--- config.mk ---
export PLATFORM = sky130hd
export DESIGN_NAME = escaped_run_length_decoder_flat
export DESIGN_NICKNAME = d
export VERILOG_FILES = /design/src/rtl/erld_pkg.sv /design/src/rtl/erld_enc_if.sv /design/src/rtl/erld_fill_if.sv /design/src/rtl/erld_cfg_if.sv /design/src/rtl/escaped_run_length_decoder.sv /design/src/rtl/erld_decode.sv /design/src/flat_wrapper.sv
export VERILOG_INCLUDE_DIRS = /design/src /design/src/rtl
export SDC_FILE = /design/constraint.sdc
export NUM_CORES = 1
export LEC_CHECK = 0
export BUFFER_PORTS_ARGS = -buffer_cell sky130_fd_sc_hd__buf_4
export CAP_MARGIN = 30
export CORE_MARGIN = 5
export CORE_UTILIZATION = 48
export CTS_CLUSTER_SIZE = 14
export DETAILED_ROUTE_END_ITERATION = 12
export MAX_ROUTING_LAYER = met4
export PLACE_DENSITY_LB_ADDON = 0.25
export SETUP_SLACK_MARGIN = 0.15
export SLEW_MARGIN = 20
export SYNTH_ARGS = -nofsm -noshare
export SYNTH_HDL_FRONTEND = slang
export SYNTH_SLANG_ARGS = --single-unit
--- constraint.sdc ---
create_clock -name clk -period 14 [get_ports clk]
set_clock_uncertainty 0.2 [all_clocks]
set_input_delay 1.4 -clock clk [delete_from_list [all_inputs] [get_ports clk]]
set_output_delay 1.4 -clock clk [all_outputs]
set_load 0.01 [all_outputs]
--- src/rtl/escaped_run_length_decoder_assert.svh ---
// assertion macros for the escaped run-length decoder
// used by modules that include this header; expects clk and arst_n in scope
`ifndef ESCAPED_RUN_LENGTH_DECODER_ASSERT_SVH
`define ESCAPED_RUN_LENGTH_DECODER_ASSERT_SVH

// property that holds on every clock edge out of reset
`define ERLD_ASSERT_ALWAYS(lbl, prop, msg) \
	lbl: assert property (@(posedge clk) disable iff (!arst_n) (prop)) else $error(msg);

// condition implies consequence in the same cycle
`define ERLD_ASSERT_SAME(lbl, ante, cons, msg) \
	lbl: assert property (@(posedge clk) disable iff (!arst_n) (ante) |-> (cons)) \
		else $error(msg);

// condition implies consequence in the next cycle
`define ERLD_ASSERT_NEXT(lbl, ante, cons, msg) \
	lbl: assert property (@(posedge clk) disable iff (!arst_n) (ante) |=> (cons)) \
		else $error(msg);

`endif

--- src/rtl/erld_pkg.sv ---
// shared types and constants of the escaped run-length decoder
// no dependencies
`timescale 1ns / 1ps

package erld_pkg;

	localparam int unsigned MAX_UNPACKED_DEF = 49152;
	localparam int unsigned ADDR_W = 16;
	localparam int unsigned LEN_W = 16;
	localparam logic [7:0] ESC_BYTE = 8'hED;

	localparam logic RST_COMPRESSED_MODE = 1'b1;
	localparam logic [LEN_W-1:0] RST_UNPACKED_LENGTH = 16'd16384;

	localparam int unsigned CFG_INDEX_W = 1;
	localparam int unsigned CFG_DATA_W = 16;

	typedef enum logic [CFG_INDEX_W-1:0] {
		REG_COMPRESSED_MODE = 1'b0,
		REG_UNPACKED_LENGTH = 1'b1
	} cfg_reg_t;

	// one encoded input word
	typedef struct packed {
		logic [7:0] data_byte;
		logic       first_byte;
		logic       final_byte;
	} item_t;

	// one fill command
	typedef struct packed {
		logic [ADDR_W-1:0] write_address;
		logic [7:0]        fill_value;
		logic [7:0]        fill_length;
		logic              last_of_run;
		logic              block_full;
	} res_t;

	// what the decoder produces for one input word
	typedef struct packed {
		res_t       r0;
		res_t       r1;
		logic [1:0] count;
	} dec_out_t;

endpackage

--- src/rtl/erld_enc_if.sv ---
// encoded byte channel of the escaped run-length decoder
// no dependencies
`timescale 1ns / 1ps

interface erld_enc_if;
	logic       valid;
	logic       ready;
	logic [7:0] data_byte;
	logic       first_byte;
	logic       final_byte;

	modport source (output valid, data_byte, first_byte, final_byte, input ready);
	modport sink (input valid, data_byte, first_byte, final_byte, output ready);
endinterface

--- src/rtl/erld_fill_if.sv ---
// fill command channel of the escaped run-length decoder
// depends on erld_pkg
`timescale 1ns / 1ps

interface erld_fill_if;
	logic                         valid;
	logic                         ready;
	logic [erld_pkg::ADDR_W-1:0] write_address;
	logic [7:0]                   fill_value;
	logic [7:0]                   fill_length;
	logic                         last_of_run;
	logic                         block_full;

	modport source (output valid, write_address, fill_value, fill_length, last_of_run,
		block_full, input ready);
	modport sink (input valid, write_address, fill_value, fill_length, last_of_run,
		block_full, output ready);
endinterface

--- src/rtl/erld_cfg_if.sv ---
// register write channel of the escaped run-length decoder
// depends on erld_pkg
`timescale 1ns / 1ps

interface erld_cfg_if;
	logic                              valid;
	logic                              ready;
	logic [erld_pkg::CFG_INDEX_W-1:0] index;
	logic [erld_pkg::CFG_DATA_W-1:0]  data;

	modport source (output valid, index, data, input ready);
	modport sink (input valid, index, data, output ready);
endinterface

--- src/rtl/escaped_run_length_decoder.sv ---
// Escaped run-length decoder: takes one encoded byte per cycle unless the input stalls, and
// gives fill commands (address, value, length). A byte is registered on acceptance, decoded
// in the next cycle and its fill commands land in a two-entry result buffer that drives the
// port. Sustained rate is one byte per cycle while the fill channel is ready; a lone escape
// followed by an ordinary byte yields two commands, which leave the result buffer one per
// cycle, so the next byte that yields a command waits until the first of the pair has left
// and the input stalls meanwhile. Bytes that yield nothing (escape prefixes, counts, bytes
// after the block is full) never wait on the output. The user is to write registers only
// while the block is idle; the block itself does not enforce this. Write index 0 selects
// compressed mode, index 1 the unpacked length. Depends on erld_pkg, the channel interfaces,
// erld_decode and escaped_run_length_decoder_assert.svh.
`timescale 1ns / 1ps
`include "escaped_run_length_decoder_assert.svh"

module escaped_run_length_decoder #(
	parameter int unsigned MAX_UNPACKED = erld_pkg::MAX_UNPACKED_DEF
) (
	input logic            clk,
	input logic            arst_n,
	erld_enc_if.sink       enc,
	erld_fill_if.source    fill,
	erld_cfg_if.sink       cfg
);

	// configuration registers
	logic                       compressed_mode_q;
	logic [erld_pkg::LEN_W-1:0] unpacked_length_q;

	// input stage
	logic            valid_s1;
	erld_pkg::item_t item_s1;

	// result buffer, slot0 is the one on the port
	erld_pkg::res_t     slot0_q, slot1_q;
	logic [1:0]         cnt_q, cnt_n;
	erld_pkg::dec_out_t dec;

	logic pop, free, advance, push;

	// register writes are always taken
	assign cfg.ready = 1'b1;

	always_ff @(posedge clk or negedge arst_n) begin
		if (!arst_n) begin
			compressed_mode_q <= erld_pkg::RST_COMPRESSED_MODE;
			unpacked_length_q <= erld_pkg::RST_UNPACKED_LENGTH;
		end else if (cfg.valid) begin
			unique case (erld_pkg::cfg_reg_t'(cfg.index))
				erld_pkg::REG_COMPRESSED_MODE: compressed_mode_q <= cfg.data[0];
				erld_pkg::REG_UNPACKED_LENGTH: unpacked_length_q <= cfg.data;
			endcase
		end
	end

	// handshake bookkeeping
	assign pop     = (cnt_q != 2'd0) && fill.ready;
	// buffer is empty after this edge, so a new pair may go in
	assign free    = (cnt_q == 2'd0) || ((cnt_q == 2'd1) && pop);
	// a word with no commands never waits on the output
	assign advance = valid_s1 && ((dec.count == 2'd0) || free);
	assign push    = advance && (dec.count != 2'd0);
	assign enc.ready = !valid_s1 || advance;

	always_ff @(posedge clk or negedge arst_n) begin
		if (!arst_n)
			valid_s1 <= 1'b0;
		else if (enc.valid && enc.ready)
			valid_s1 <= 1'b1;
		else if (advance)
			valid_s1 <= 1'b0;
	end

	always_ff @(posedge clk) begin
		if (enc.valid && enc.ready) begin
			item_s1.data_byte  <= enc.data_byte;
			item_s1.first_byte <= enc.first_byte;
			item_s1.final_byte <= enc.final_byte;
		end
	end

	erld_decode #(
		.MAX_UNPACKED(MAX_UNPACKED)
	) u_decode (
		.clk             (clk),
		.arst_n          (arst_n),
		.advance         (advance),
		.item            (item_s1),
		.compressed_mode (compressed_mode_q),
		.unpacked_length (unpacked_length_q),
		.dec             (dec)
	);

	// occupancy: drop the shown entry, add what the decoder pushes
	always_comb begin
		cnt_n = cnt_q - 2'(pop);
		if (advance)
			cnt_n = cnt_n + dec.count;
	end

	always_ff @(posedge clk or negedge arst_n) begin
		if (!arst_n)
			cnt_q <= 2'd0;
		else
			cnt_q <= cnt_n;
	end

	always_ff @(posedge clk) begin
		if (push) begin
			slot0_q <= dec.r0;
			slot1_q <= dec.r1;
		end else if (pop && (cnt_q == 2'd2)) begin
			slot0_q <= slot1_q;
		end
	end

	assign fill.valid         = cnt_q != 2'd0;
	assign fill.write_address = slot0_q.write_address;
	assign fill.fill_value    = slot0_q.fill_value;
	assign fill.fill_length   = slot0_q.fill_length;
	assign fill.last_of_run   = slot0_q.last_of_run;
	assign fill.block_full    = slot0_q.block_full;

	`ERLD_ASSERT_ALWAYS(a_cnt_range, cnt_q != 2'd3, "result buffer overfilled")
	`ERLD_ASSERT_SAME(a_push_free, push, free, "commands pushed into a busy buffer")
	`ERLD_ASSERT_SAME(a_pair_queued, fill.valid && !fill.last_of_run, cnt_q == 2'd2,
		"first of a pair shown without its partner")
	`ERLD_ASSERT_SAME(a_full_last, fill.valid && fill.block_full, fill.last_of_run,
		"command after the block filled")
	`ERLD_ASSERT_NEXT(a_second_follows, pop && (cnt_q == 2'd2), fill.valid && fill.last_of_run,
		"second command of a pair lost")

endmodule

--- src/rtl/erld_decode.sv ---
// escape state machine and fill command builder, one encoded word per advance
// depends on erld_pkg
`timescale 1ns / 1ps

module erld_decode #(
	parameter int unsigned MAX_UNPACKED = erld_pkg::MAX_UNPACKED_DEF
) (
	input  logic                          clk,
	input  logic                          arst_n,
	input  logic                          advance,
	input  erld_pkg::item_t               item,
	input  logic                          compressed_mode,
	input  logic [erld_pkg::LEN_W-1:0]    unpacked_length,
	output erld_pkg::dec_out_t            dec
);

	typedef enum logic [1:0] {
		P_NORMAL = 2'd0,
		P_ESC1   = 2'd1,
		P_ESC2   = 2'd2,
		P_COUNT  = 2'd3
	} phase_t;

	localparam int unsigned AW = erld_pkg::ADDR_W;

	phase_t        phase_q, ph, ph_n;
	logic [7:0]    run_q, rc, rc_n;
	logic [AW-1:0] addr_q, addr, addr_n;
	logic          stop_q, stp, stp_n;

	logic [AW-1:0] lim, room, addr1, addr2;
	logic          skip, want0, want1, e0, e1, full0, full1;
	logic [7:0]    v0, len0, len0c;

	always_comb begin
		// a first word restarts the block before it is decoded
		ph   = item.first_byte ? P_NORMAL : phase_q;
		rc   = item.first_byte ? 8'd0 : run_q;
		addr = item.first_byte ? '0 : addr_q;
		stp  = item.first_byte ? 1'b0 : stop_q;

		lim  = ({1'b0, unpacked_length} > 17'(MAX_UNPACKED)) ? AW'(MAX_UNPACKED)
			: unpacked_length;
		skip = stp || (addr >= lim);

		ph_n  = ph;
		rc_n  = rc;
		stp_n = stp;
		want0 = 1'b0;
		want1 = 1'b0;
		v0    = item.data_byte;
		len0  = 8'd1;

		if (!skip) begin
			if (!compressed_mode) begin
				ph_n  = P_NORMAL;
				want0 = 1'b1;
			end else begin
				unique case (ph)
					P_NORMAL: begin
						if (item.data_byte == erld_pkg::ESC_BYTE && !item.final_byte)
							ph_n = P_ESC1;
						else
							want0 = 1'b1;
					end
					P_ESC1: begin
						if (item.data_byte == erld_pkg::ESC_BYTE) begin
							if (item.final_byte)
								stp_n = 1'b1;
							else
								ph_n = P_ESC2;
						end else begin
							// lone escape: literal escape, then this byte
							ph_n  = P_NORMAL;
							want0 = 1'b1;
							want1 = 1'b1;
							v0    = erld_pkg::ESC_BYTE;
						end
					end
					P_ESC2: begin
						if (item.final_byte) begin
							stp_n = 1'b1;
							ph_n  = P_NORMAL;
						end else begin
							rc_n = item.data_byte;
							ph_n = P_COUNT;
						end
					end
					P_COUNT: begin
						ph_n  = P_NORMAL;
						want0 = 1'b1;
						len0  = rc;
						rc_n  = 8'd0;
					end
				endcase
			end
			if (item.final_byte)
				stp_n = 1'b1;
		end

		// clip to the room left in the block
		e0    = want0 && (len0 != 8'd0);
		room  = lim - addr;
		len0c = ({8'd0, len0} > room) ? room[7:0] : len0;
		addr1 = addr + AW'(len0c);
		full0 = addr1 >= lim;
		e1    = want1 && !full0;
		addr2 = addr1 + AW'(1);
		full1 = addr2 >= lim;

		addr_n = e1 ? addr2 : (e0 ? addr1 : addr);

		dec.r0.write_address = addr;
		dec.r0.fill_value    = v0;
		dec.r0.fill_length   = len0c;
		dec.r0.last_of_run   = !e1;
		dec.r0.block_full    = full0;
		dec.r1.write_address = addr1;
		dec.r1.fill_value    = item.data_byte;
		dec.r1.fill_length   = 8'd1;
		dec.r1.last_of_run   = 1'b1;
		dec.r1.block_full    = full1;
		dec.count            = 2'(e0) + 2'(e1);
	end

	always_ff @(posedge clk or negedge arst_n) begin
		if (!arst_n) begin
			phase_q <= P_NORMAL;
			run_q   <= 8'd0;
			addr_q  <= '0;
			stop_q  <= 1'b0;
		end else if (advance) begin
			phase_q <= ph_n;
			run_q   <= rc_n;
			addr_q  <= addr_n;
			stop_q  <= stp_n;
		end
	end

endmodule

--- src/flat_wrapper.sv ---
// flat-port wrapper written by rule: the top's interface ports become plain ports
module escaped_run_length_decoder_flat 
#(
	parameter int unsigned MAX_UNPACKED = erld_pkg::MAX_UNPACKED_DEF
)
  (clk, arst_n, enc_valid, enc_data_byte, enc_first_byte, enc_final_byte, enc_ready, fill_valid, fill_write_address, fill_fill_value, fill_fill_length, fill_last_of_run, fill_block_full, fill_ready, cfg_valid, cfg_index, cfg_data, cfg_ready);
  erld_enc_if enc_i ();
  erld_fill_if fill_i ();
  erld_cfg_if cfg_i ();
  input logic clk;
  input logic arst_n;
  input wire logic [$bits(enc_i.valid)-1:0] enc_valid;
  input wire logic [$bits(enc_i.data_byte)-1:0] enc_data_byte;
  input wire logic [$bits(enc_i.first_byte)-1:0] enc_first_byte;
  input wire logic [$bits(enc_i.final_byte)-1:0] enc_final_byte;
  output wire logic [$bits(enc_i.ready)-1:0] enc_ready;
  output wire logic [$bits(fill_i.valid)-1:0] fill_valid;
  output wire logic [$bits(fill_i.write_address)-1:0] fill_write_address;
  output wire logic [$bits(fill_i.fill_value)-1:0] fill_fill_value;
  output wire logic [$bits(fill_i.fill_length)-1:0] fill_fill_length;
  output wire logic [$bits(fill_i.last_of_run)-1:0] fill_last_of_run;
  output wire logic [$bits(fill_i.block_full)-1:0] fill_block_full;
  input wire logic [$bits(fill_i.ready)-1:0] fill_ready;
  input wire logic [$bits(cfg_i.valid)-1:0] cfg_valid;
  input wire logic [$bits(cfg_i.index)-1:0] cfg_index;
  input wire logic [$bits(cfg_i.data)-1:0] cfg_data;
  output wire logic [$bits(cfg_i.ready)-1:0] cfg_ready;
  assign enc_i.valid = enc_valid;
  assign enc_i.data_byte = enc_data_byte;
  assign enc_i.first_byte = enc_first_byte;
  assign enc_i.final_byte = enc_final_byte;
  assign enc_ready = enc_i.ready;
  assign fill_valid = fill_i.valid;
  assign fill_write_address = fill_i.write_address;
  assign fill_fill_value = fill_i.fill_value;
  assign fill_fill_length = fill_i.fill_length;
  assign fill_last_of_run = fill_i.last_of_run;
  assign fill_block_full = fill_i.block_full;
  assign fill_i.ready = fill_ready;
  assign cfg_i.valid = cfg_valid;
  assign cfg_i.index = cfg_index;
  assign cfg_i.data = cfg_data;
  assign cfg_ready = cfg_i.ready;
  escaped_run_length_decoder #(.MAX_UNPACKED(MAX_UNPACKED)) u_core (.clk(clk), .arst_n(arst_n), .enc(enc_i), .fill(fill_i), .cfg(cfg_i));
endmodule
## Word level (Yosys, flattened, before mapping)

Index checks and enable logic that the tools add are counted.

| storage, ports and cells | value |
|---|---|
| bits in registers | 116 |
| latch bits | 0 |
| RAM bits | 0 |
| memory bits (read-only) | 0 |
| input port bits | 32 |
| output and inout port bits | 37 |
| logic and storage cells | 105 |
| memories kept | 0 |

| cells by class | value |
|---|---|
| $add $sub $neg | 6 |
| $mul | 0 |
| div/mod/pow operators | 0 |
| order comparisons | 5 |
| equality and inequality tests | 6 |
| shift-type cells | 0 |
| multiplexer cells | 41 |
| bitwise gates (word level) | 1 |
| reductions and logical operators | 27 |

Operator list:

| kind | count |
|---|---|
| 8-bit 2-to-1 mux | 12 |
| 34-bit 2-to-1 mux | 2 |
| 16-bit 2-to-1 mux | 4 |
| 16-bit greater-or-equal comparator | 3 |
| 16-bit by 1-bit adder with 16-bit output (second input constant) | 1 |
| 16-bit by 8-bit adder with 16-bit output | 1 |
| 16-bit greater-than comparator (second input constant) | 1 |
| 8-bit by 16-bit greater-than comparator with 1-bit output | 1 |
| 2-bit 2-to-1 mux | 8 |
| 8-bit case mux with 2 select lines | 1 |
| 16-bit subtractor | 1 |
| 1-bit 2-to-1 mux | 12 |
| 1-bit logical AND | 9 |
| 8-bit == test (second input constant) | 1 |
| 2-bit case mux with 4 select lines | 1 |
| 2-bit nonzero test | 4 |
| 8-bit nonzero test | 1 |
| 2-bit == test (second input constant) | 3 |
| 2-bit logical NOT | 3 |
| 2-bit by 1-bit == test with 1-bit output (second input constant) | 2 |
| 1-bit logical NOT | 4 |
| 1-bit logical OR | 4 |
| 2-bit AND reduction | 2 |
| 1-bit case mux with 3 select lines | 1 |
| 4 further kinds | 4 |

## Depth between registers and ports, before layout

Gate-level depths: netlist of the first run.

| logic depth | value |
|---|---|
| depth after elaboration | 18 |
| mapped depth | 50 |

## By module

From an unflattened synthesis of the first run, not the netlist that was laid out.

| second synthesis, totals | value |
|---|---|
| cell total of the unflattened synthesis | 822 |
| area total of the unflattened synthesis | 8765.9 µm² |

Modules (own cells, without submodules):

| module | instances | cells an instance | area an instance (µm²) | sequential area each (µm²) |
|---|---|---|---|---|
| erld_decode | 1 | 641 | 4958.5 | 675.6 |
| escaped_run_length_decoder | 1 | 181 | 3807.4 | 2845.2 |

## Worst setup path before layout of the first run

Ideal clock, no wire load.

| timing | value |
|---|---|
| kind | register to output |
| from | register u_core.item_s1[1] (netlist bit) |
| to | output enc_ready |
| arrival | 8532 ps |
| required time | 12400 ps |
| path slack | 3868 ps |
| cell stages (with the launch flop) | 44 |
| path through | edfxtp_1 inv_1 clkbuf_1 nand2_1 inv_1 ha_1 inv_1 fa_1 o21ai_1 o21bai_1 a21oi_1 a211oi_1 and2_1 ha_1 nand4_1 o22ai_1 nor4_1 o31a_1 [... 8 more ...] a211o_1 a31oi_1 or3_1 xor2_1 ha_1 o21ai_0 a21oi_1 and3_1 a211o_1 or2_1 clkbuf_1 nor2_4 inv_2 buf_2 ha_1 o21bai_1 inv_1 nand2_1 |

RTL lines:

| element | line | text |
|---|---|---|
| from (decl) | escaped_run_length_decoder.sv:31 | `erld_pkg::item_t item_s1;` |
| to (decl) | flat_wrapper.sv:16 | `output wire logic [$bits(enc_i.ready)-1:0] enc_ready;` |

==> results.py, run 1 <==
metrics = {
    "setup_path": {
        "rr_worst_depth": 41,
        "worstPathArrival_ns": 10.80,
        "path_class": "reg -> out",
        "cp.required_ns": 12.40,
        "cpMostUsedCell": "ha_1",
        "cp_num_buf_inv": 6,
        "r2r-end": "u_core.fill.fill_length[2]",
        "rrSetupSlack_ns": 1.97,
        "crit_path_end_kind": "output pin",
        "rr_startpoint": "u_core.item_s1[1]",
        "crit_fanout": 16,
        "critPathMaxStageDelay_ns": 0.62,
        "worstSetupStartpointType": "flip-flop",
        "critical_path.top_delay_family": "compound AO/OA/AOI/OAI gates",
        "crit_slowest_cell": "or4_1",
    },
    "sta": {
        "drv_slew": 0,
        "tightestPinTransition_ns": 0.890,
        "hold_ws_ns": 0.272,
        "setup_tns_ns": 0,
        "slew_headroom": 0.404,
        "layout_min_cycle_time_ns": 12.40,
        "period_share": 0.886,
        "hold_viol": 0,
        "rsz0062_at_grt": "false",
        "setup_viol_count_final": 0,
        "fmax_mhz": 80.6,
    },
    "power_and_ir_drop": {
        "powerDensity_mw_per_mm2": 194,
        "leakage_nw": 4.12,
        "finalPower_mw": 1.83,
        "vdd_ir_drop_max_uv": 105,
    },
    "floorplanning": {
        "rows": 47,
        "coreArea_mm2": 0.0166,
        "ios": 69,
        "start_util": 0.490,
        "fp.dieArea_mm2": 0.0197,
        "die_y_um": 140,
        "die_w_um": 140,
    },
    "routing": {
        "drc": 0,
        "firstDrtPassIters": 6,
        "drt-total-wl_mm": 23.6,
        "via_per_inst": 6.08,
        "ant_nets": 0,
        "dr_total_vias": 6980,
        "drt_iter0_markers": 664,
        "wire_per_inst_um": 20.6,
    },
    "logic_synthesis": {
        "synth_top_family_by_area": "compound AO/OA/AOI/OAI gates",
        "synthSimpleGateAreaFrac": 0.182,
        "synthDistinctLibCells": 80,
        "synth_seq_cells": 116,
        "ys.flop_type": "edfxtp_1",
        "synthCells": 857,
        "synth_edf_count": 69,
        "synth_compound_area_frac": 0.202,
        "synth_xor_area_frac": 0.0344,
        "synth_warnings": 0,
        "yosys.area_share.adder": 0.106,
        "ys_seq_area_frac": 0.399,
        "yosysTopAreaCellShare": 0.254,
        "syn_area_per_cell_um2": 9.51,
        "ys_top_cells_by_area": "edfxtp_1 (25%), dfrtp_1 (14%), ha_1 (10%), nand2_1 (5.1%), mux2_2 (2.9%)",
        "yosysTopAreaCell": "edfxtp_1",
        "synth_area_mm2": 0.00815,
        "muxShareOfSynthArea": 0.0339,
        "async_flop_share": 0.405,
        "synth.net_count": 957,
    },
    "clock_tree": {
        "post_cts_resized": 0,
        "cts_tree": "built",
        "cts_inserted_buffers": 17,
        "cts_buffer_depth": 2,
        "worstSkewPairLatency_ns": 0.42,
        "cts_root_buf": "clkbuf_16",
        "cts_sinks": 116,
        "cts_setup_buffers": 0,
        "path_clk_slew_ns": 0.06,
        "ctsHoldBuffers": 0,
        "ctsHtreeMaxLevel": 4,
    },
    "place": {
        "place_congestion": 0.962,
        "portBuffers": 67,
        "dp_hpwl_mm": 17.8,
    },
    "global_route": {
        "grt_overflow": 0,
        "groute.usage.overall": 0.251,
        "grt_pass1_vias": 6777,
        "grt_first_pass_wirelength_mm": 37.6,
        "grt_max_degree": 50,
        "antenna_found_initial": 0,
    },
    "hold_path": {
        "min_to": "u_core.u_decode.addr_q[11]",
        "hold_class": "reg -> reg",
        "whs_path_depth": 2,
        "min_from": "u_core.u_decode.addr_q[11]",
    },
    "final_layout": {
        "nets": 1015,
        "drive_gt1_frac": 0.162,
        "synthToLayoutAreaGrowth_pct": 15.9,
        "antenna_cells": 0,
    },
    "job": {
        "maxCapViolations": 0,
    },
    "run_status": {
        "status": "finished, final reports clean",
    },
}
[worst max-delay path by stage]
stage	start	to	cells after the start
2_1_floorplan	u_core.item_s1[1]	enc_ready	43
3_3_place_gp	u_core.item_s1[1]	u_core.fill.write_address[12]	41
3_5_place_dp	u_core.item_s1[1]	u_core.fill.fill_length[7]	39
4_1_cts	u_core.item_s1[1]	enc_ready	39
5_1_grt	u_core.item_s1[1]	enc_ready	39
6_report	u_core.item_s1[1]	enc_ready	39
[state kept, by name, summed over array words and instances (netlist names)]
signal,cells
u_core.compressed_mode_q,1
u_core.item_s1,10
u_core.slot1_q,25
u_core.u_decode.stop_q,1
u_core.unpacked_length_q,16
u_core.cnt_q,2
u_core.fill.fill_value,8
u_core.fill.block_full,1
u_core.u_decode.phase_q,2
u_core.u_decode.addr_q,16
u_core.fill.write_address,16
u_core.fill.fill_length,8
u_core.fill.last_of_run,1
u_core.valid_s1,1
u_core.u_decode.run_q,8
[cell usage in the layout, fill, tap and decap left out, types with 4 or more instances in the layout]
master     synthesis  routed
nor2b_1           13      13
nor3b_1            5       5
or3_1              5       5
nor2_1            34      34
nand3_1           22      22
buf_4              2      72
o21ai_0           45      45
o221ai_1           4       4
clkbuf_16          0      17
inv_6              0       6
a22o_1            11      11
o21a_1             5       5
nand2_1          111     111
a21oi_1           46      46
a211o_1            7       7
and3_1            10      10
xnor2_1           17      17
and2_1            16      16
o31ai_1           13      13
or4_1              7       7
a21o_1            10      10
ha_1              66      66
inv_1             52      52
nand2b_1          10      10
xor2_1            15      15
o32ai_1            4       4
nor3_1            11      11
a211oi_1          12      12
mux2_2            21      21
edfxtp_1          69      69
a21boi_0           4       4
mux2i_1            4       4
o21ai_1           12      12
nor4_1            12      12
dfrtp_1           45      45
nand4_1           14      14
o211a_1            4       4
o211ai_1          15      15
[synthesized netlist by cell type, drive strengths merged, types with 13 or more instances]
| cell | instances |
|---|---|
| nand4 | 14 |
| and2 | 18 |
| a21oi | 46 |
| mux2 | 21 |
| xor2 | 15 |
| o21ai | 58 |
| edfxtp | 69 |
| a211oi | 13 |
| ha | 66 |
| nand2 | 111 |
| o31ai | 13 |
| clkbuf | 28 |
| xnor2 | 17 |
| nand3 | 22 |
| nor2b | 13 |
| inv | 55 |
| dfrtp | 45 |
| o211ai | 15 |
| nor2 | 35 |
[where the power goes]
part           leakage [nW]  internal (mW)  switching (mW)
clock network         0.288          0.267           0.175
registers              1.24          0.497          0.0494
logic                  2.59          0.313           0.531
total                  4.12           1.08           0.755
[cell families (layout without fill, tap and decap cells)]
| group | count (synthesis) | after routing |
|---|---|---|
| compound gates | 235 | 235 |
| xor+xnor | 32 | 32 |
| fa+ha+maj | 68 | 68 |
| buf+inv | 89 | 160 |
| flops | 116 | 116 |
| mux | 25 | 25 |
| other cells | 1 | 1 |
| simple gates | 291 | 291 |
[per-stage QoR]
stage | worst slack, ns | instances | cell area, µm² | utilization
after floorplan | 3.87 | 857 | 8150 | -
after global placement | 2.44 | 1115 | 8830 | 0.530
after detailed placement | 2.32 | 1115 | 8830 | 0.530
after CTS | 1.84 | 1147 | 9420 | 0.566
after global routing | 0.879 | 1148 | 9450 | 0.568
final | 1.60 | 1148 | 9450 | 0.568
[metal layers]
| metal | global-route usage | up-vias | part of all wire | wire length (µm) |
|---|---|---|---|---|
| met5 | - | - | 0 | 0 |
| met4 | 0.109 | 0 | 0.040 | 941 |
| met3 | 0.0464 | 61 | 0.074 | 1740 |
| met2 | 0.377 | 300 | 0.46 | 10800 |
| met1 | 0.334 | 3317 | 0.43 | 10200 |
| li1 | - | 3302 | - | - |
[worst register-to-register path, delay by kind of cell, from the launching register on]
kind,cells,cell delay (ns)
simple gates,13,3.36
flops,1,0.61
fa+ha+maj,6,1.83
compound gates,15,3.77
mux,1,0.27
buf+inv,5,1.37
xor+xnor,1,0.40
[cell type report]
class                   count  area (µm²)
clock buffers              17         425
clock inverters            15         170
fillers                  1479        7190
inverters                  55         206
multi-input cells         652        4550
flip-flops and latches    116        3250
well taps                 220         275
repair buffers             73         568
No activity file was read; power rests on OpenSTA's default activity.
==> run 2, diff against run 1 <==
CELL_PAD_IN_SITES_DETAIL_PLACEMENT = 2   (was not set)
CELL_PAD_IN_SITES_GLOBAL_PLACEMENT = 2   (was not set)
CORE_UTILIZATION = 41   (was 48)
SYNTH_HIERARCHICAL = 1   (was not set)
==> results.py, run 2 <==
metrics = {
    "power_and_ir_drop": {
        "internal-power_mw": 1.07,
        "leakage_nw": 4.37,
        "p_clk_frac": 0.248,
        "powerDensity_mw_per_mm2": 178,
        "seqPwrFrac": 0.311,
        "swShare": 0.398,
        "vdd_ir_drop_max_uv": 86.6,
        "combPwrFrac": 0.441,
        "power_switching_uw": 709,
    },
    "routing": {
        "drt_iter0_markers": 359,
        "via_per_inst": 5.96,
        "ant_nets": 0,
        "wire_per_inst_um": 25.1,
        "drt-total-wl_mm": 29.4,
        "dr_total_vias": 6991,
        "drc": 0,
        "firstDrtPassIters": 4,
    },
    "setup_path": {
        "cp.required_ns": 12.40,
        "path_class": "reg -> out",
        "crit_slowest_cell": "edfxtp_1",
        "cpMostUsedCell": "ha_1",
        "worstSetupStartpointType": "flip-flop",
        "critPathMaxStageDelay_ns": 0.76,
        "crit_path_end_kind": "output pin",
        "critical_path.top_delay_family": "simple AND/OR/NAND/NOR gates",
        "worstPathArrival_ns": 11.61,
        "cp_num_buf_inv": 6,
        "crit_fanout": 20,
    },
    "clock_tree": {
        "cts_tree": "built",
        "ctsHtreeMaxLevel": 4,
        "cts_sinks": 125,
        "cts_root_buf": "clkbuf_16",
        "path_clk_slew_ns": 0.06,
        "worstSkewPairLatency_ns": 0.42,
        "cts_buffer_depth": 2,
        "cts_inserted_buffers": 17,
    },
    "sta": {
        "setup_tns_ns": 0,
        "hold_ws_ns": 0.305,
        "drv_slew": 0,
        "fmax_mhz": 75.7,
        "slew_headroom": 0.408,
        "period_share": 0.944,
        "tightestPinTransition_ns": 0.886,
        "rsz0062_at_grt": "false",
        "hold_viol": 0,
        "setup_viol_count_final": 0,
        "layout_min_cycle_time_ns": 13.21,
    },
    "global_route": {
        "grt_overflow": 0,
        "antenna_found_initial": 0,
        "grt_max_degree": 51,
        "grt_pass1_vias": 7737,
        "grt_first_pass_wirelength_mm": 45.8,
        "groute.usage.overall": 0.251,
    },
    "hold_path": {
        "hold_class": "reg -> reg",
    },
    "logic_synthesis": {
        "yosysTopAreaCell": "edfxtp_1",
        "syn_area_per_cell_um2": 10.7,
        "yosysTopAreaCellShare": 0.267,
        "synth_warnings": 6,
        "synthDistinctLibCells": 94,
        "yosysMostFrequentCell": "edfxtp_1",
        "ys_seq_area_frac": 0.402,
        "synth_edf_count": 78,
        "async_flop_share": 0.376,
        "synth_commonest_cells": "edfxtp_1 (78), ha_1 (65), inv_1 (58)",
        "ys_top_cells_by_area": "edfxtp_1 (27%), dfrtp_1 (13%), ha_1 (9.3%), mux2_4 (4.8%), mux2_2 (3.3%)",
        "synth_area_mm2": 0.00877,
        "ys.flop_type": "edfxtp_1",
        "synthCells": 822,
        "synth_seq_cells": 125,
    },
    "final_layout": {
        "synthToLayoutAreaGrowth_pct": 14.4,
        "layout_common_cells": "buf_4 (78), edfxtp_1 (78), ha_1 (65), inv_1 (56), dfrtp_1 (45)",
        "nets": 984,
        "largest_reg_flops": 34,
        "regMostFlops": "u_core/slot1_q",
        "fill_cells": 2143,
        "drive_gt1_frac": 0.228,
        "fin_cells": 1173,
        "antenna_cells": 0,
    },
    "place": {
        "portBuffers": 67,
        "dp_hpwl_mm": 21.9,
        "place_congestion": 0.932,
        "dp_cells": 1133,
    },
    "floorplanning": {
        "die_y_um": 156,
        "rows": 53,
        "fp.dieArea_mm2": 0.0244,
        "coreArea_mm2": 0.0210,
        "die_w_um": 156,
        "ios": 69,
        "start_util": 0.417,
    },
    "job": {
        "maxCapViolations": 0,
    },
    "run_status": {
        "status": "finished, final reports clean",
    },
}
## run 2: what timing repair did
action	CTS	global route
resized for setup	0	2
hold buffers	0	0
endpoints found under the setup margin	0	15
buffers inserted	0	4
## run 2: cell families after synthesis
| logic type | synth area share |
|---|---|
| muxes | 0.0928 |
| AOI/OAI and AO/OA | 0.141 |
| other | 0.00128 |
| buffers and inverters | 0.0629 |
| adders and majority gates | 0.0985 |
| and+or+nand+nor | 0.164 |
| DFF | 0.402 |
| xor gates and xnor gates | 0.0380 |
## run 2: cell type report
type | count | area [µm²] | area share
repair buffers | 80 | 611 | 0.0609
inverters | 61 | 239 | 0.0238
clock buffers | 17 | 425 | 0.0424
well taps | 275 | 344 | 0.0343
flip-flops and latches | 125 | 3520 | 0.351
repair inverters | 2 | 10.0 | 0.000998
clock inverters | 15 | 154 | 0.0153
multi-input cells | 598 | 4730 | 0.471
## run 2: stage by stage
step	power [mW]	setup WS, ns	utilization	cell area [µm²]
finish	1.78	0.790	0.477	10000
global route	1.89	0.264	0.477	10000
CTS	1.77	0.572	0.474	9960
detailed placement	1.31	0.911	0.446	9380
global placement	1.26	1.14	0.446	9370
floorplan	1.07	3.87	-	8790
## run 2: worst paths after layout
kind	endpoint	slack [ns]	depth (start not counted)	startpoint
max reg2reg	u_core/u_decode/run_q[5]	1.05	44	u_core/item_s1[1]
min reg2reg	u_core/u_decode/addr_q[1]	0.30	1	u_core/u_decode/addr_q[1]
min in group asynchronous	u_core/u_decode/run_q[4]	0.80	1	arst_n
max	enc_ready	0.79	39	u_core/item_s1[1]
min	u_core/u_decode/addr_q[1]	0.30	1	u_core/u_decode/addr_q[1]
max in group asynchronous	u_core/unpacked_length_q[0]	12.30	1	arst_n
## run 2: per-layer routing
layer,track usage,wire (µm),vias to the layer above
met5,-,0,-
met4,0.109,1140,0
met3,0.0315,980,62
met2,0.418,14700,190
met1,0.307,12600,3589
li1,-,-,3150
## run 2: power groups by stage
stage	combinational, mW	sequential (mW)	clock (mW)
final	0.785	0.555	0.442
after global routing	0.853	0.564	0.471
after CTS	0.760	0.557	0.450
after detailed placement	0.746	0.562	0
after global placement	0.705	0.557	0
after floorplan	0.509	0.560	0
==> run 3, diff against run 2 <==
CORE_UTILIZATION = 42   (was 41)
CTS_BUF_LIST = sky130_fd_sc_hd__clkbuf_2 sky130_fd_sc_hd__clkbuf_4 sky130_fd_sc_hd__clkbuf_8   (was not set)
==> results.py, run 3 (same netlist as run 2, synthesis figures left out) <==
metrics = {
    "run_status": {
        "status": "finished, final reports clean",
    },
    "floorplanning": {
        "die_y_um": 154,
        "die_w_um": 154,
        "fp.dieArea_mm2": 0.0239,
        "start_util": 0.430,
        "coreArea_mm2": 0.0204,
        "ios": 69,
        "rows": 52,
    },
    "power_and_ir_drop": {
        "powerDensity_mw_per_mm2": 173,
        "vdd_ir_drop_max_uv": 80.5,
        "leakage_nw": 4.31,
        "finalPower_mw": 1.70,
    },
    "global_route": {
        "met2_usage": 0.438,
        "grt_first_pass_wirelength_mm": 45.8,
        "grt_pass1_vias": 7726,
        "grt_overflow": 0,
        "groute.usage.overall": 0.256,
        "grt_max_degree": 51,
        "busiest_layer": "met2",
        "grt_util_met1": 0.304,
        "antenna_found_initial": 0,
        "use_met3": 0.0427,
    },
    "routing": {
        "firstDrtPassIters": 5,
        "wire_per_inst_um": 25.5,
        "drc": 0,
        "dr_total_vias": 6921,
        "ant_nets": 0,
        "via_per_inst": 5.96,
        "drt-total-wl_mm": 29.6,
        "drt_iter0_markers": 491,
    },
    "clock_tree": {
        "path_clk_slew_ns": 0.09,
        "cts_tree": "built",
        "ctsHtreeMaxLevel": 4,
        "cts_inserted_buffers": 17,
        "post_cts_resized": 0,
        "cts_setup_buffers": 0,
        "cts_sinks": 125,
        "worstSkewPairLatency_ns": 0.46,
        "cts_root_buf": "clkbuf_8",
        "cts_buffer_depth": 2,
        "ctsHoldBuffers": 0,
    },
    "setup_path": {
        "crit_path_end_kind": "output pin",
        "path_class": "reg -> out",
        "critPathMaxStageDelay_ns": 0.67,
        "critical_path.top_delay_family": "simple AND/OR/NAND/NOR gates",
        "crit_slowest_cell": "nor4_2",
        "worstSetupStartpointType": "flip-flop",
        "cp.required_ns": 12.40,
        "cpMostUsedCell": "ha_1",
        "crit_fanout": 16,
        "cp_num_buf_inv": 4,
        "worstPathArrival_ns": 11.37,
    },
    "place": {
        "place_congestion": 0.978,
        "dp_hpwl_mm": 22.3,
        "portBuffers": 67,
        "placed_cell_area_mm2": 0.00937,
    },
    "final_layout": {
        "largest_reg_flops": 34,
        "regMostFlops": "u_core/slot1_q",
        "synthToLayoutAreaGrowth_pct": 12.4,
        "layout_commonest_cell": "edfxtp_1",
        "antenna_cells": 0,
        "final_area_mm2": 0.00985,
        "drive_gt1_frac": 0.222,
        "nets": 978,
        "layout_common_cells": "edfxtp_1 (78), buf_4 (74), ha_1 (65), inv_1 (58), dfrtp_1 (45)",
    },
    "sta": {
        "tightestPinTransition_ns": 0.929,
        "drv_slew": 0,
        "setup_viol_count_final": 0,
        "layout_min_cycle_time_ns": 12.97,
        "period_share": 0.927,
        "rsz0062_at_grt": "false",
        "setup_tns_ns": 0,
        "slew_headroom": 0.379,
        "fmax_mhz": 77.1,
        "hold_viol": 0,
    },
    "hold_path": {
        "hold_class": "reg -> reg",
    },
    "job": {
        "maxCapViolations": 0,
    },
}
==> run 3: worst paths after layout <==
check,start,end,slack [ns],cells after the start
setup / recovery,u_core/unpacked_length_q[2],enc_ready,1.03,39
min in group asynchronous,arst_n,u_core/cnt_q[1],0.77,1
setup reg to reg,u_core/unpacked_length_q[2],u_core/u_decode/phase_q[1],1.05,44
max in group asynchronous,arst_n,u_core/u_decode/phase_q[1],12.36,1
hold / removal,u_core/u_decode/addr_q[5],u_core/u_decode/addr_q[5],0.31,1
hold reg to reg,u_core/u_decode/addr_q[5],u_core/u_decode/addr_q[5],0.31,1
==> run 3: report_power, final <==
part	internal [mW]	switching (mW)
clock	0.201	0.184
sequential	0.505	0.0485
combinational	0.308	0.457
total	1.01	0.690
==> run 3: metrics by stage <==
stage,worst slack (ns),utilization,std cells,hold slack [ns]
6_report,1.03,0.484,1162,0.314
5_1_grt,0.397,0.484,1162,0.322
4_1_cts,0.989,0.483,1160,0.309
3_5_place_dp,1.31,0.460,1128,0.285
3_3_place_gp,2.08,0.460,1128,0.274
2_1_floorplan,3.87,-,829,0.257
==> run 3: metal layers <==
metal	wire length, µm	share of wire
met2	15100	0.51
met5	0	0
met1	12300	0.42
met3	1200	0.041
met4	973	0.033
==> run 3: cell type report <==
type	count	area, µm²
Tap cell	270	338
Fill cell	2088	10500
Clock buffer	17	234
Sequential cell	125	3520
Multi-Input combinational cell	598	4730
Clock inverter	15	223
Timing Repair Buffer	76	581
Inverter	61	231
